[config.mk]
export PLATFORM = sky130hd
export DESIGN_NAME = jpeg_marker_stream_parser_flat
export DESIGN_NICKNAME = d
export VERILOG_FILES = /design/src/jmsp_pkg.sv /design/src/jmsp_if.sv /design/src/jpeg_marker_stream_parser.sv /design/src/jmsp_front.sv /design/src/jmsp_back.sv /design/src/flat_wrapper.sv
export SDC_FILE = /design/constraint.sdc
export NUM_CORES = 1
export LEC_CHECK = 0
export ABC_AREA = 0
export ABC_CLOCK_PERIOD_IN_PS = 6400
export BUFFER_PORTS_ARGS = -buffer_cell sky130_fd_sc_hd__buf_2
export CORE_UTILIZATION = 64
export CTS_CLUSTER_DIAMETER = 120
export CTS_CLUSTER_SIZE = 24
export DETAILED_ROUTE_END_ITERATION = 10
export GPL_TIMING_DRIVEN = 0
export PLACE_DENSITY_LB_ADDON = 0.05
export SLEW_MARGIN = 20
export SYNTH_ARGS = -nofsm -noshare
export SYNTH_HDL_FRONTEND = slang
export SYNTH_SLANG_ARGS = --single-unit
[constraint.sdc]
create_clock -name clk -period 6.4 [get_ports clk]
set_input_delay 0.32 -clock clk [delete_from_list [all_inputs] [get_ports clk]]
set_output_delay 0.32 -clock clk [all_outputs]
set_load 0.02 [all_outputs]
[src/jmsp_pkg.sv]
package jmsp_pkg;

  localparam int QUANT_ENTRIES_DEF = 64;
  localparam int HUFF_LENGTHS_DEF  = 16;
  localparam int QUANT_TABLES_DEF  = 4;

  // result kinds
  localparam logic [3:0] K_QENTRY     = 4'd0;
  localparam logic [3:0] K_HCOUNT     = 4'd1;
  localparam logic [3:0] K_HSYMBOL    = 4'd2;
  localparam logic [3:0] K_HEIGHT     = 4'd3;
  localparam logic [3:0] K_WIDTH      = 4'd4;
  localparam logic [3:0] K_CHANNELS   = 4'd5;
  localparam logic [3:0] K_SCANCOMP   = 4'd6;
  localparam logic [3:0] K_SCANPARAMS = 4'd7;
  localparam logic [3:0] K_DATA       = 4'd8;
  localparam logic [3:0] K_EOI        = 4'd9;
  localparam logic [3:0] K_BADSTART   = 4'd10;
  localparam logic [3:0] K_BADQID     = 4'd11;

  // marker codes
  localparam logic [7:0] MK_FF  = 8'hFF;
  localparam logic [7:0] MK_SOI = 8'hD8;
  localparam logic [7:0] MK_EOI = 8'hD9;
  localparam logic [7:0] MK_DQT = 8'hDB;
  localparam logic [7:0] MK_DHT = 8'hC4;
  localparam logic [7:0] MK_SOS = 8'hDA;
  localparam logic [7:0] MK_SOF0 = 8'hC0;
  localparam logic [7:0] MK_SOF2 = 8'hC2;
  localparam logic [7:0] MK_RST0 = 8'hD0;
  localparam logic [7:0] MK_RST7 = 8'hD7;
  localparam logic [7:0] MK_APP0 = 8'hE0;
  localparam logic [7:0] MK_APP15 = 8'hEF;

  // byte classes from the front end
  localparam logic [2:0] C_OTHER = 3'd0;
  localparam logic [2:0] C_FF    = 3'd1;
  localparam logic [2:0] C_ZERO  = 3'd2;
  localparam logic [2:0] C_RST   = 3'd3;
  localparam logic [2:0] C_APP   = 3'd4;

  typedef struct packed {
    logic [7:0] data_byte;
    logic [2:0] cls;
  } tok_t;

  typedef struct packed {
    logic [3:0]  kind;
    logic [3:0]  table_class;
    logic [3:0]  table_id;
    logic [3:0]  precision;
    logic [11:0] index;
    logic [15:0] value;
    logic [3:0]  sel_high;
    logic [3:0]  sel_low;
  } res_t;

endpackage

[src/jmsp_if.sv]
interface jmsp_in_if;
  logic       valid;
  logic       ready;
  logic [7:0] data_byte;
  modport source (output valid, output data_byte, input ready);
  modport sink (input valid, input data_byte, output ready);
endinterface

interface jmsp_out_if;
  logic        valid;
  logic        ready;
  logic [3:0]  kind;
  logic [3:0]  table_class;
  logic [3:0]  table_id;
  logic [3:0]  precision;
  logic [11:0] index;
  logic [15:0] value;
  logic [3:0]  sel_high;
  logic [3:0]  sel_low;
  modport source (output valid, output kind, output table_class, output table_id,
                  output precision, output index, output value, output sel_high,
                  output sel_low, input ready);
  modport sink (input valid, input kind, input table_class, input table_id,
                input precision, input index, input value, input sel_high,
                input sel_low, output ready);
endinterface

[src/jpeg_marker_stream_parser.sv]
// path: an accepted byte goes into the queue, then its result into the result register
// throughput: one byte per cycle when results flow, set by the single-step parse state update
// reset: synchronous rst returns to waiting for the FF D8 start pair and clears the
// queue, the result register and the halted flag
module jpeg_marker_stream_parser #(
  parameter int QUANT_ENTRIES = jmsp_pkg::QUANT_ENTRIES_DEF,
  parameter int HUFF_LENGTHS  = jmsp_pkg::HUFF_LENGTHS_DEF,
  parameter int QUANT_TABLES  = jmsp_pkg::QUANT_TABLES_DEF
) (
  input logic      clk,
  input logic      rst,
  jmsp_in_if.sink  in_ch,
  jmsp_out_if.source out_ch
);
  // front: classify each byte (FF, 00, restart, app marker) into a short queue
  logic           tok_valid;
  logic           tok_ready;
  jmsp_pkg::tok_t tok;
  jmsp_pkg::res_t res;

  jmsp_front u_front (
    .clk       (clk),
    .rst       (rst),
    .in_valid  (in_ch.valid),
    .in_byte   (in_ch.data_byte),
    .in_ready  (in_ch.ready),
    .tok_valid (tok_valid),
    .tok       (tok),
    .tok_ready (tok_ready)
  );

  // back: segment state machine, one queued item per cycle unless stalled, into result register
  jmsp_back #(
    .QUANT_ENTRIES (QUANT_ENTRIES),
    .HUFF_LENGTHS  (HUFF_LENGTHS),
    .QUANT_TABLES  (QUANT_TABLES)
  ) u_back (
    .clk       (clk),
    .rst       (rst),
    .tok_valid (tok_valid),
    .tok       (tok),
    .tok_ready (tok_ready),
    .res_valid (out_ch.valid),
    .res       (res),
    .res_ready (out_ch.ready)
  );

  assign out_ch.kind        = res.kind;
  assign out_ch.table_class = res.table_class;
  assign out_ch.table_id    = res.table_id;
  assign out_ch.precision   = res.precision;
  assign out_ch.index       = res.index;
  assign out_ch.value       = res.value;
  assign out_ch.sel_high    = res.sel_high;
  assign out_ch.sel_low     = res.sel_low;

  // a result kind never falls outside the defined codes
  assert property (@(posedge clk) disable iff (rst)
    out_ch.valid |-> out_ch.kind <= jmsp_pkg::K_BADQID)
    else $error("bad result kind");

  // a stalled result holds its kind
  assert property (@(posedge clk) disable iff (rst)
    out_ch.valid && !out_ch.ready |=> out_ch.valid && $stable(out_ch.kind))
    else $error("stalled result changed");

  // after a halt reporting error nothing more comes out
  assert property (@(posedge clk) disable iff (rst)
    out_ch.valid && out_ch.ready &&
    (out_ch.kind == jmsp_pkg::K_BADSTART || out_ch.kind == jmsp_pkg::K_BADQID)
    |=> !out_ch.valid)
    else $error("result after halt");
endmodule

[src/jmsp_front.sv]
module jmsp_front (
  input  logic               clk,
  input  logic               rst,
  input  logic               in_valid,
  input  logic [7:0]         in_byte,
  output logic               in_ready,
  output logic               tok_valid,
  output jmsp_pkg::tok_t     tok,
  input  logic               tok_ready
);
  // two-entry queue of classified bytes
  jmsp_pkg::tok_t q [2];
  logic           rd_ptr;
  logic           wr_ptr;
  logic [1:0]     count;
  jmsp_pkg::tok_t cls_tok;
  logic           push;
  logic           pop;

  always_comb begin
    cls_tok.data_byte = in_byte;
    if (in_byte == jmsp_pkg::MK_FF) cls_tok.cls = jmsp_pkg::C_FF;
    else if (in_byte == 8'h00) cls_tok.cls = jmsp_pkg::C_ZERO;
    else if (in_byte inside {[jmsp_pkg::MK_RST0:jmsp_pkg::MK_RST7]})
      cls_tok.cls = jmsp_pkg::C_RST;
    else if (in_byte inside {[jmsp_pkg::MK_APP0:jmsp_pkg::MK_APP15]})
      cls_tok.cls = jmsp_pkg::C_APP;
    else cls_tok.cls = jmsp_pkg::C_OTHER;
  end

  assign in_ready  = (count != 2'd2);
  assign push      = in_valid && in_ready;
  assign tok_valid = (count != 2'd0);
  assign pop       = tok_valid && tok_ready;
  assign tok       = q[rd_ptr];

  always_ff @(posedge clk) begin
    if (push) q[wr_ptr] <= cls_tok;
    if (rst) begin
      rd_ptr <= 1'b0;
      wr_ptr <= 1'b0;
      count  <= 2'd0;
    end else begin
      if (push) wr_ptr <= ~wr_ptr;
      if (pop) rd_ptr <= ~rd_ptr;
      count <= count + {1'b0, push} - {1'b0, pop};
    end
  end
endmodule

[src/jmsp_back.sv]
module jmsp_back #(
  parameter int QUANT_ENTRIES = jmsp_pkg::QUANT_ENTRIES_DEF,
  parameter int HUFF_LENGTHS  = jmsp_pkg::HUFF_LENGTHS_DEF,
  parameter int QUANT_TABLES  = jmsp_pkg::QUANT_TABLES_DEF
) (
  input  logic           clk,
  input  logic           rst,
  input  logic           tok_valid,
  input  jmsp_pkg::tok_t tok,
  output logic           tok_ready,
  output logic           res_valid,
  output jmsp_pkg::res_t res,
  input  logic           res_ready
);
  localparam logic [5:0] S_START1 = 6'd0,  S_START2 = 6'd1,  S_HUNT = 6'd2,
                         S_MARKER = 6'd3,  S_SOF_LH = 6'd4,  S_SOF_LL = 6'd5,
                         S_DQT_LH = 6'd6,  S_DQT_LL = 6'd7,  S_DHT_LH = 6'd8,
                         S_DHT_LL = 6'd9,  S_SOS_LH = 6'd10, S_SOS_LL = 6'd11,
                         S_APP_LH = 6'd12, S_APP_LL = 6'd13, S_SOF_PREC = 6'd14,
                         S_SOF_H1 = 6'd15, S_SOF_H2 = 6'd16, S_SOF_W1 = 6'd17,
                         S_SOF_W2 = 6'd18, S_SOF_CH = 6'd19, S_SKIP = 6'd20,
                         S_DQT_INFO = 6'd21, S_DQT_ENT = 6'd22, S_DHT_INFO = 6'd23,
                         S_DHT_CNT = 6'd24, S_DHT_SYM = 6'd25, S_SOS_NC = 6'd26,
                         S_SOS_CID = 6'd27, S_SOS_CTAB = 6'd28, S_SOS_SS = 6'd29,
                         S_SOS_SE = 6'd30, S_SOS_AH = 6'd31, S_ECS = 6'd32,
                         S_ECS_FF = 6'd33;
  localparam logic [11:0] QE  = 12'(QUANT_ENTRIES);
  localparam logic [11:0] QE2 = 12'(2 * QUANT_ENTRIES);
  localparam logic [11:0] HL  = 12'(HUFF_LENGTHS);
  localparam logic [4:0]  QT  = 5'(QUANT_TABLES);

  logic [5:0]  mode, mode_next;
  logic [15:0] segment_left, segment_left_next;
  logic [11:0] field_count, field_count_next;
  logic [7:0]  held_byte, held_byte_next;
  logic [11:0] current_table, current_table_next;
  logic [11:0] symbol_total, symbol_total_next;
  logic [7:0]  component_total, component_total_next;
  logic        halted, halted_next;

  logic           emit;
  jmsp_pkg::res_t r;
  logic [7:0]     b;
  logic [2:0]     c;
  logic [15:0]    len;
  logic [15:0]    seg_dec;
  logic [11:0]    fc_inc;
  logic [11:0]    st_sum;
  logic [15:0]    len_m2;
  logic [15:0]    len_m8;
  logic           take;

  // output register; accepts a new result while the old one is being taken
  assign tok_ready = !res_valid || res_ready;
  assign take      = tok_valid && tok_ready;

  assign b       = tok.data_byte;
  assign c       = tok.cls;
  assign len     = {held_byte, b};
  assign seg_dec = (segment_left != 16'd0) ? segment_left - 16'd1 : 16'd0;
  assign fc_inc  = field_count + 12'd1;
  assign st_sum  = symbol_total + {4'd0, b};
  assign len_m2  = (len >= 16'd2) ? len - 16'd2 : 16'd0;
  assign len_m8  = (len >= 16'd8) ? len - 16'd8 : 16'd0;

  always_comb begin
    mode_next = mode;
    segment_left_next = segment_left;
    field_count_next = field_count;
    held_byte_next = held_byte;
    current_table_next = current_table;
    symbol_total_next = symbol_total;
    component_total_next = component_total;
    halted_next = halted;
    emit = 1'b0;
    r = '0;
    if (!halted) begin
      case (mode)
        S_START1, S_START2: begin
          if (b != ((mode == S_START1) ? jmsp_pkg::MK_FF : jmsp_pkg::MK_SOI)) begin
            halted_next = 1'b1;
            emit = 1'b1;
            r.kind = jmsp_pkg::K_BADSTART;
            r.value = {8'd0, b};
          end else begin
            mode_next = (mode == S_START1) ? S_START2 : S_HUNT;
          end
        end
        S_HUNT: if (c == jmsp_pkg::C_FF) mode_next = S_MARKER;
        S_SOF_LH, S_DQT_LH, S_DHT_LH, S_SOS_LH, S_APP_LH, S_SOF_H1, S_SOF_W1: begin
          held_byte_next = b;
          mode_next = mode + 6'd1;
        end
        S_SOF_LL: begin
          segment_left_next = len_m8;
          mode_next = S_SOF_PREC;
        end
        S_DQT_LL, S_DHT_LL: begin
          segment_left_next = len_m2;
          if (len_m2 == 16'd0) mode_next = S_HUNT;
          else mode_next = (mode == S_DQT_LL) ? S_DQT_INFO : S_DHT_INFO;
        end
        S_SOS_LL: mode_next = S_SOS_NC;
        S_APP_LL: begin
          segment_left_next = len_m2;
          mode_next = (len_m2 == 16'd0) ? S_HUNT : S_SKIP;
        end
        S_SOF_PREC: mode_next = S_SOF_H1;
        S_SOF_H2: begin
          mode_next = S_SOF_W1;
          emit = 1'b1;
          r.kind = jmsp_pkg::K_HEIGHT;
          r.value = len;
        end
        S_SOF_W2: begin
          mode_next = S_SOF_CH;
          emit = 1'b1;
          r.kind = jmsp_pkg::K_WIDTH;
          r.value = len;
        end
        S_SOF_CH: begin
          mode_next = (segment_left == 16'd0) ? S_HUNT : S_SKIP;
          emit = 1'b1;
          r.kind = jmsp_pkg::K_CHANNELS;
          r.value = {8'd0, b};
        end
        S_SKIP: begin
          segment_left_next = seg_dec;
          if (seg_dec == 16'd0) mode_next = S_HUNT;
        end
        S_DQT_INFO: begin
          segment_left_next = seg_dec;
          if ({1'b0, b[3:0]} >= QT) begin
            halted_next = 1'b1;
            emit = 1'b1;
            r.kind = jmsp_pkg::K_BADQID;
            r.table_id = b[3:0];
            r.precision = b[7:4];
          end else begin
            current_table_next = {4'd0, b};
            field_count_next = 12'd0;
            mode_next = S_DQT_ENT;
          end
        end
        S_DQT_ENT: begin
          segment_left_next = seg_dec;
          field_count_next = fc_inc;
          r.kind = jmsp_pkg::K_QENTRY;
          r.table_id = current_table[3:0];
          if (current_table[7:4] == 4'd0) begin
            emit = 1'b1;
            r.index = field_count;
            r.value = {8'd0, b};
            if (fc_inc >= QE) mode_next = (seg_dec == 16'd0) ? S_HUNT : S_DQT_INFO;
          end else begin
            if (!field_count[0]) begin
              held_byte_next = b;
            end else begin
              emit = 1'b1;
              r.precision = current_table[7:4];
              r.index = field_count >> 1;
              r.value = len;
            end
            if (fc_inc >= QE2) mode_next = (seg_dec == 16'd0) ? S_HUNT : S_DQT_INFO;
          end
        end
        S_DHT_INFO: begin
          segment_left_next = seg_dec;
          current_table_next = {4'd0, b};
          field_count_next = 12'd0;
          symbol_total_next = 12'd0;
          mode_next = S_DHT_CNT;
        end
        S_DHT_CNT: begin
          segment_left_next = seg_dec;
          symbol_total_next = st_sum;
          emit = 1'b1;
          r.kind = jmsp_pkg::K_HCOUNT;
          r.table_class = current_table[7:4];
          r.table_id = current_table[3:0];
          r.index = field_count;
          r.value = {8'd0, b};
          field_count_next = fc_inc;
          if (fc_inc >= HL) begin
            field_count_next = 12'd0;
            if (st_sum != 12'd0) mode_next = S_DHT_SYM;
            else mode_next = (seg_dec == 16'd0) ? S_HUNT : S_DHT_INFO;
          end
        end
        S_DHT_SYM: begin
          segment_left_next = seg_dec;
          emit = 1'b1;
          r.kind = jmsp_pkg::K_HSYMBOL;
          r.table_class = current_table[7:4];
          r.table_id = current_table[3:0];
          r.index = field_count;
          r.value = {8'd0, b};
          field_count_next = fc_inc;
          if (fc_inc >= symbol_total) mode_next = (seg_dec == 16'd0) ? S_HUNT : S_DHT_INFO;
        end
        S_SOS_NC: begin
          component_total_next = b;
          field_count_next = 12'd0;
          mode_next = (b == 8'd0) ? S_SOS_SS : S_SOS_CID;
        end
        S_SOS_CID: begin
          held_byte_next = b;
          mode_next = S_SOS_CTAB;
        end
        S_SOS_CTAB: begin
          emit = 1'b1;
          r.kind = jmsp_pkg::K_SCANCOMP;
          r.index = field_count;
          r.value = {8'd0, held_byte};
          r.sel_high = b[7:4];
          r.sel_low = b[3:0];
          field_count_next = fc_inc;
          mode_next = (fc_inc >= {4'd0, component_total}) ? S_SOS_SS : S_SOS_CID;
        end
        S_SOS_SS: begin
          current_table_next = {4'd0, b};
          mode_next = S_SOS_SE;
        end
        S_SOS_SE: begin
          held_byte_next = b;
          mode_next = S_SOS_AH;
        end
        S_SOS_AH: begin
          mode_next = S_ECS;
          emit = 1'b1;
          r.kind = jmsp_pkg::K_SCANPARAMS;
          r.index = current_table;
          r.value = {8'd0, held_byte};
          r.sel_high = b[7:4];
          r.sel_low = b[3:0];
        end
        S_ECS: begin
          if (c == jmsp_pkg::C_FF) begin
            mode_next = S_ECS_FF;
          end else begin
            emit = 1'b1;
            r.kind = jmsp_pkg::K_DATA;
            r.value = {8'd0, b};
          end
        end
        S_MARKER, S_ECS_FF: begin
          if (mode == S_ECS_FF && c == jmsp_pkg::C_ZERO) begin
            mode_next = S_ECS;
            emit = 1'b1;
            r.kind = jmsp_pkg::K_DATA;
            r.value = 16'h00FF;
          end else if (mode == S_ECS_FF && c == jmsp_pkg::C_RST) begin
            mode_next = S_ECS;
          end else if (b == jmsp_pkg::MK_SOF0 || b == jmsp_pkg::MK_SOF2) begin
            mode_next = S_SOF_LH;
          end else if (b == jmsp_pkg::MK_DQT) begin
            mode_next = S_DQT_LH;
          end else if (b == jmsp_pkg::MK_DHT) begin
            mode_next = S_DHT_LH;
          end else if (b == jmsp_pkg::MK_SOS) begin
            mode_next = S_SOS_LH;
          end else if (b == jmsp_pkg::MK_EOI) begin
            mode_next = S_HUNT;
            emit = 1'b1;
            r.kind = jmsp_pkg::K_EOI;
          end else if (c == jmsp_pkg::C_APP) begin
            mode_next = S_APP_LH;
          end else begin
            mode_next = S_HUNT;
          end
        end
        default: mode_next = S_HUNT;
      endcase
    end
  end

  always_ff @(posedge clk) begin
    if (take && emit) res <= r;
    if (rst) begin
      mode <= S_START1;
      segment_left <= '0;
      field_count <= '0;
      held_byte <= '0;
      current_table <= '0;
      symbol_total <= '0;
      component_total <= '0;
      halted <= 1'b0;
      res_valid <= 1'b0;
    end else begin
      if (take) begin
        mode <= mode_next;
        segment_left <= segment_left_next;
        field_count <= field_count_next;
        held_byte <= held_byte_next;
        current_table <= current_table_next;
        symbol_total <= symbol_total_next;
        component_total <= component_total_next;
        halted <= halted_next;
      end
      if (take) res_valid <= emit;
      else if (res_ready) res_valid <= 1'b0;
    end
  end
endmodule
[src/flat_wrapper.sv]
// flat-port wrapper written by rule: the top's interface ports become plain ports
module jpeg_marker_stream_parser_flat 
#(
  parameter int QUANT_ENTRIES = jmsp_pkg::QUANT_ENTRIES_DEF,
  parameter int HUFF_LENGTHS  = jmsp_pkg::HUFF_LENGTHS_DEF,
  parameter int QUANT_TABLES  = jmsp_pkg::QUANT_TABLES_DEF
)
  (clk, rst, in_ch_valid, in_ch_data_byte, in_ch_ready, out_ch_valid, out_ch_kind, out_ch_table_class, out_ch_table_id, out_ch_precision, out_ch_index, out_ch_value, out_ch_sel_high, out_ch_sel_low, out_ch_ready);
  jmsp_in_if in_ch_i ();
  jmsp_out_if out_ch_i ();
  input logic clk;
  input logic rst;
  input wire logic [$bits(in_ch_i.valid)-1:0] in_ch_valid;
  input wire logic [$bits(in_ch_i.data_byte)-1:0] in_ch_data_byte;
  output wire logic [$bits(in_ch_i.ready)-1:0] in_ch_ready;
  output wire logic [$bits(out_ch_i.valid)-1:0] out_ch_valid;
  output wire logic [$bits(out_ch_i.kind)-1:0] out_ch_kind;
  output wire logic [$bits(out_ch_i.table_class)-1:0] out_ch_table_class;
  output wire logic [$bits(out_ch_i.table_id)-1:0] out_ch_table_id;
  output wire logic [$bits(out_ch_i.precision)-1:0] out_ch_precision;
  output wire logic [$bits(out_ch_i.index)-1:0] out_ch_index;
  output wire logic [$bits(out_ch_i.value)-1:0] out_ch_value;
  output wire logic [$bits(out_ch_i.sel_high)-1:0] out_ch_sel_high;
  output wire logic [$bits(out_ch_i.sel_low)-1:0] out_ch_sel_low;
  input wire logic [$bits(out_ch_i.ready)-1:0] out_ch_ready;
  assign in_ch_i.valid = in_ch_valid;
  assign in_ch_i.data_byte = in_ch_data_byte;
  assign in_ch_ready = in_ch_i.ready;
  assign out_ch_valid = out_ch_i.valid;
  assign out_ch_kind = out_ch_i.kind;
  assign out_ch_table_class = out_ch_i.table_class;
  assign out_ch_table_id = out_ch_i.table_id;
  assign out_ch_precision = out_ch_i.precision;
  assign out_ch_index = out_ch_i.index;
  assign out_ch_value = out_ch_i.value;
  assign out_ch_sel_high = out_ch_i.sel_high;
  assign out_ch_sel_low = out_ch_i.sel_low;
  assign out_ch_i.ready = out_ch_ready;
  jpeg_marker_stream_parser #(.QUANT_ENTRIES(QUANT_ENTRIES), .HUFF_LENGTHS(HUFF_LENGTHS), .QUANT_TABLES(QUANT_TABLES)) u_core (.clk(clk), .rst(rst), .in_ch(in_ch_i), .out_ch(out_ch_i));
endmodule
==> flow_summary.yaml <==
run:
  drv_cap: 0
cts:
  postCtsHoldBufs: 0
  cts_resized: 0
  cts_setup_buffers: 0
  cts-root-buf: "clkbuf_16"
  htreeDepth: 4
  cts_tree: "yes"
  cts.sinks: 151
  cts_buffer_depth: 2
  clkLatencyLatePin_ns: 0.45
  clkTransAtPathRegs_ns: 0.07
  numCtsBuffers: 17
die:
  ios: 66
  start_util_pct: 65.5
  die_x_um: 127
  dieArea_um2: 16100
  die_y_um: 127
  core-area_um2: 15200
  rows: 45
detailed_routing:
  vias_per_cell: 6.99
  first_iter_violations: 1540
  route.detailed.drc: 0
  detail_route.first_pass.iterations: 7
  wl_per_cell_um: 22.7
  routed_wl_mm: 32.9
  routed-via-count: 10119
  drtAntennaViolNets: 0
setup_path:
  slowest_delay_ns: 0.94
  critical_path.max_fanout: 10
  crit_chain: "buf_2 -> buf_1 -> mux2i_1 -> inv_1 -> ha_1 -> nand2_1 -> o31ai_1 -> o2111ai_1 -> mux2i_1 -> a2bb2oi_1 -> o311ai_0 -> nand4_1 -> a32o_1"
  r2r_slack_ns: 0.51
  crit_buf_inv: 3
  arrival_ns: 6.23
  endpoint_kind: "register"
  crit_path_start_kind: "register"
  crit_path_frequent_cell: "mux2i_1"
  crit_slowest_cell: "mux2i_1"
  cp_data_required_time_ns: 6.73
  crit_family: "compound AO/OA/AOI/OAI gates"
  critPathKind: "reg2reg"
yosys:
  synthArstFlopShare_pct: 0
  ys_ff_latch: 151
  synth_area_per_cell_um2: 8.56
  synth_edf_count: 74
  yosys_most_used_dff: "dfxtp_1"
  syn_inst: 1163
  ys_types: 84
  ys_seq_area_share_pct: 37.8
  yosys_warnings: 0
  netlist_area_um2: 9950
  syn_nets: 1216
sta:
  drv_slew: 0
  tns_ns: 0
  finalCritPeriodShare_pct: 92.1
  timing.fmax_mhz: 170
  slew_headroom_pct: 26.4
  rsz0062_at_grt: "false"
  setup_viol: 0
  worstMarginPinSlew_ns: 1.07
  hold_viol: 0
  min_period_ns: 5.89
  skew_ns: 0.0144
grt:
  grt_use_total_pct: 41.5
  grt_max_degree: 34
  antenna_found_initial: 0
  grt_pass1_wl_mm: 50.8
  grt_pass1_vias: 9049
  grt-ovfl-total: 0
placed_design:
  hpwl_mm: 23.8
  port_buffers: 64
  place_congestion: 0.990
layout:
  diodes: 0
  final_layout_size_suffix_gt1_share_pct: 10.8
  area_delta_synth_final_pct: 11.9
  fillers: 1154
  final_util_pct: 73.3
  layout.nets: 1300
outcome:
  status: "completed"
power:
  finalPower_mw: 4.47
  p_leak_nw: 4.10
  ir_drop_uv: 260
  powerDensity_nw_per_um2: 401
min_path:
  hold_class: "in2reg"
[power breakdown]
group | switching [mW] | internal, mW
Sequential | 0.0937 | 1.35
Combinational | 1.40 | 0.592
Clock | 0.468 | 0.564
[registers in the layout, indices dropped and copies added (netlist names), 2 cells and up, named ones only]
| signal | cells |
|---|---|
| u_core.u_back.symbol_total | 12 |
| u_core.u_back.component_total | 8 |
| u_core.u_back.current_table | 8 |
| u_core.u_back.field_count | 12 |
| u_core.u_front.count | 2 |
| u_core.u_back.mode | 6 |
| u_core.u_back.segment_left | 16 |
| u_core.u_front.q | 22 |
| u_core.u_back.res | 52 |
| u_core.u_back.held_byte | 8 |
[per-layer routing]
metal	track usage, %	share of wire, %
met2	59.3	42
met3	10.4	13
met5	0	0
met4	19.6	4.7
met1	58.8	40
[final cells by class]
type                            count  area [um^2]  area share [%]
Clock inverter                     14          161            1.45
Sequential cell                   151         3760            33.8
Tap cell                          188          235            2.11
Timing Repair Buffer               65          340            3.05
Inverter                           45          169            1.52
Multi-Input combinational cell    884         5700            51.2
Buffer                             83          332            2.98
Clock buffer                       18          439            3.94
[metrics by stage]
| stage | area [um^2] | instances | hold slack (ns) | worst slack (ns) |
|---|---|---|---|---|
| 2_1_floorplan | 9950 | 1163 | 0.419 | 2.48 |
| 3_3_place_gp | 10500 | 1415 | 0.477 | 0.760 |
| 3_5_place_dp | 10500 | 1416 | 0.481 | 0.789 |
| 4_1_cts | 11100 | 1448 | 0.0879 | 0.739 |
| 5_1_grt | 11100 | 1448 | 0.0897 | 0.306 |
| 6_report | 11100 | 1448 | 0.0972 | 0.508 |
[worst register-to-register path, delay by kind of cell (launching register included)]
kind	cells	cell delay, ns
multiplexers	2	1.15
buffers and inverters	3	1.23
flip-flops	1	0.45
AND/OR/NAND/NOR	2	0.26
adder cells (fa/ha/maj)	1	0.51
AO/OA/AOI/OAI	5	2.19
[final timing paths]
| check | start | endpoint | cells past startpoint |
|---|---|---|---|
| hold reg to reg | u_core.u_back.symbol_total[11] | u_core.u_back.symbol_total[11] | 2 |
| setup reg to reg | register | u_core.u_back.mode[4] | 13 |
| hold / removal | in_ch_data_byte[0] | u_core.u_front.q[1][3] | 1 |
| setup / recovery | register | u_core.u_back.mode[4] | 13 |
[logic make-up after synthesis]
family | synth area share [%]
simple gates | 23.0
compound gates | 23.5
xor+xnor | 3.70
buf+inv | 5.03
flops | 37.8
fa+ha+maj | 5.23
mux | 1.76
[Yosys cell counts (11+ instances only)]
cell        n  area share, %
xor2_1     16            1.4
inv_1      44            1.7
nand3_1    33            1.7
edfxtp_1   74             22
a22oi_1    26            2.0
and3_1     12           0.75
nor2_1    167            6.3
o21ai_0    52            2.6
a21oi_1    59            3.0
mux2i_1    15            1.5
a221oi_1   11           0.97
or3_1      15           0.94
a211oi_1   40            3.0
nor4_1     18            1.1
and2_1     21            1.3
nor2b_1    13           0.82
nand2b_1   17            1.1
dfxtp_1    77             15
ha_1       40            5.0
nand2_1    65            2.5
clkbuf_1   70            2.6
nand4_1    13           0.82
xnor2_1    26            2.3
a31oi_1    14           0.88
a21o_1     17            1.3
nor3_1     31            1.6
[cell usage in the layout, fill, tap and decap left out, drive strengths merged, types with 11 or more instances in the layout]
cell and n:
edfxtp 74, mux2i 16, nor2 167, and3 12, nor2b 13, and2 22
a21oi 59, a31oi 14, xor2 16, xnor2 26, nor3 32, nand2 65
o21ai 53, buf 78, nor4 18, or3 15, a221oi 11, nand2b 17
clkbuf 88, a211oi 40, a22oi 27, ha 40, dfxtp 77, nand4 13
inv 50, a21o 17, nand3 33
No activity file was read; power rests on OpenSTA's default activity.
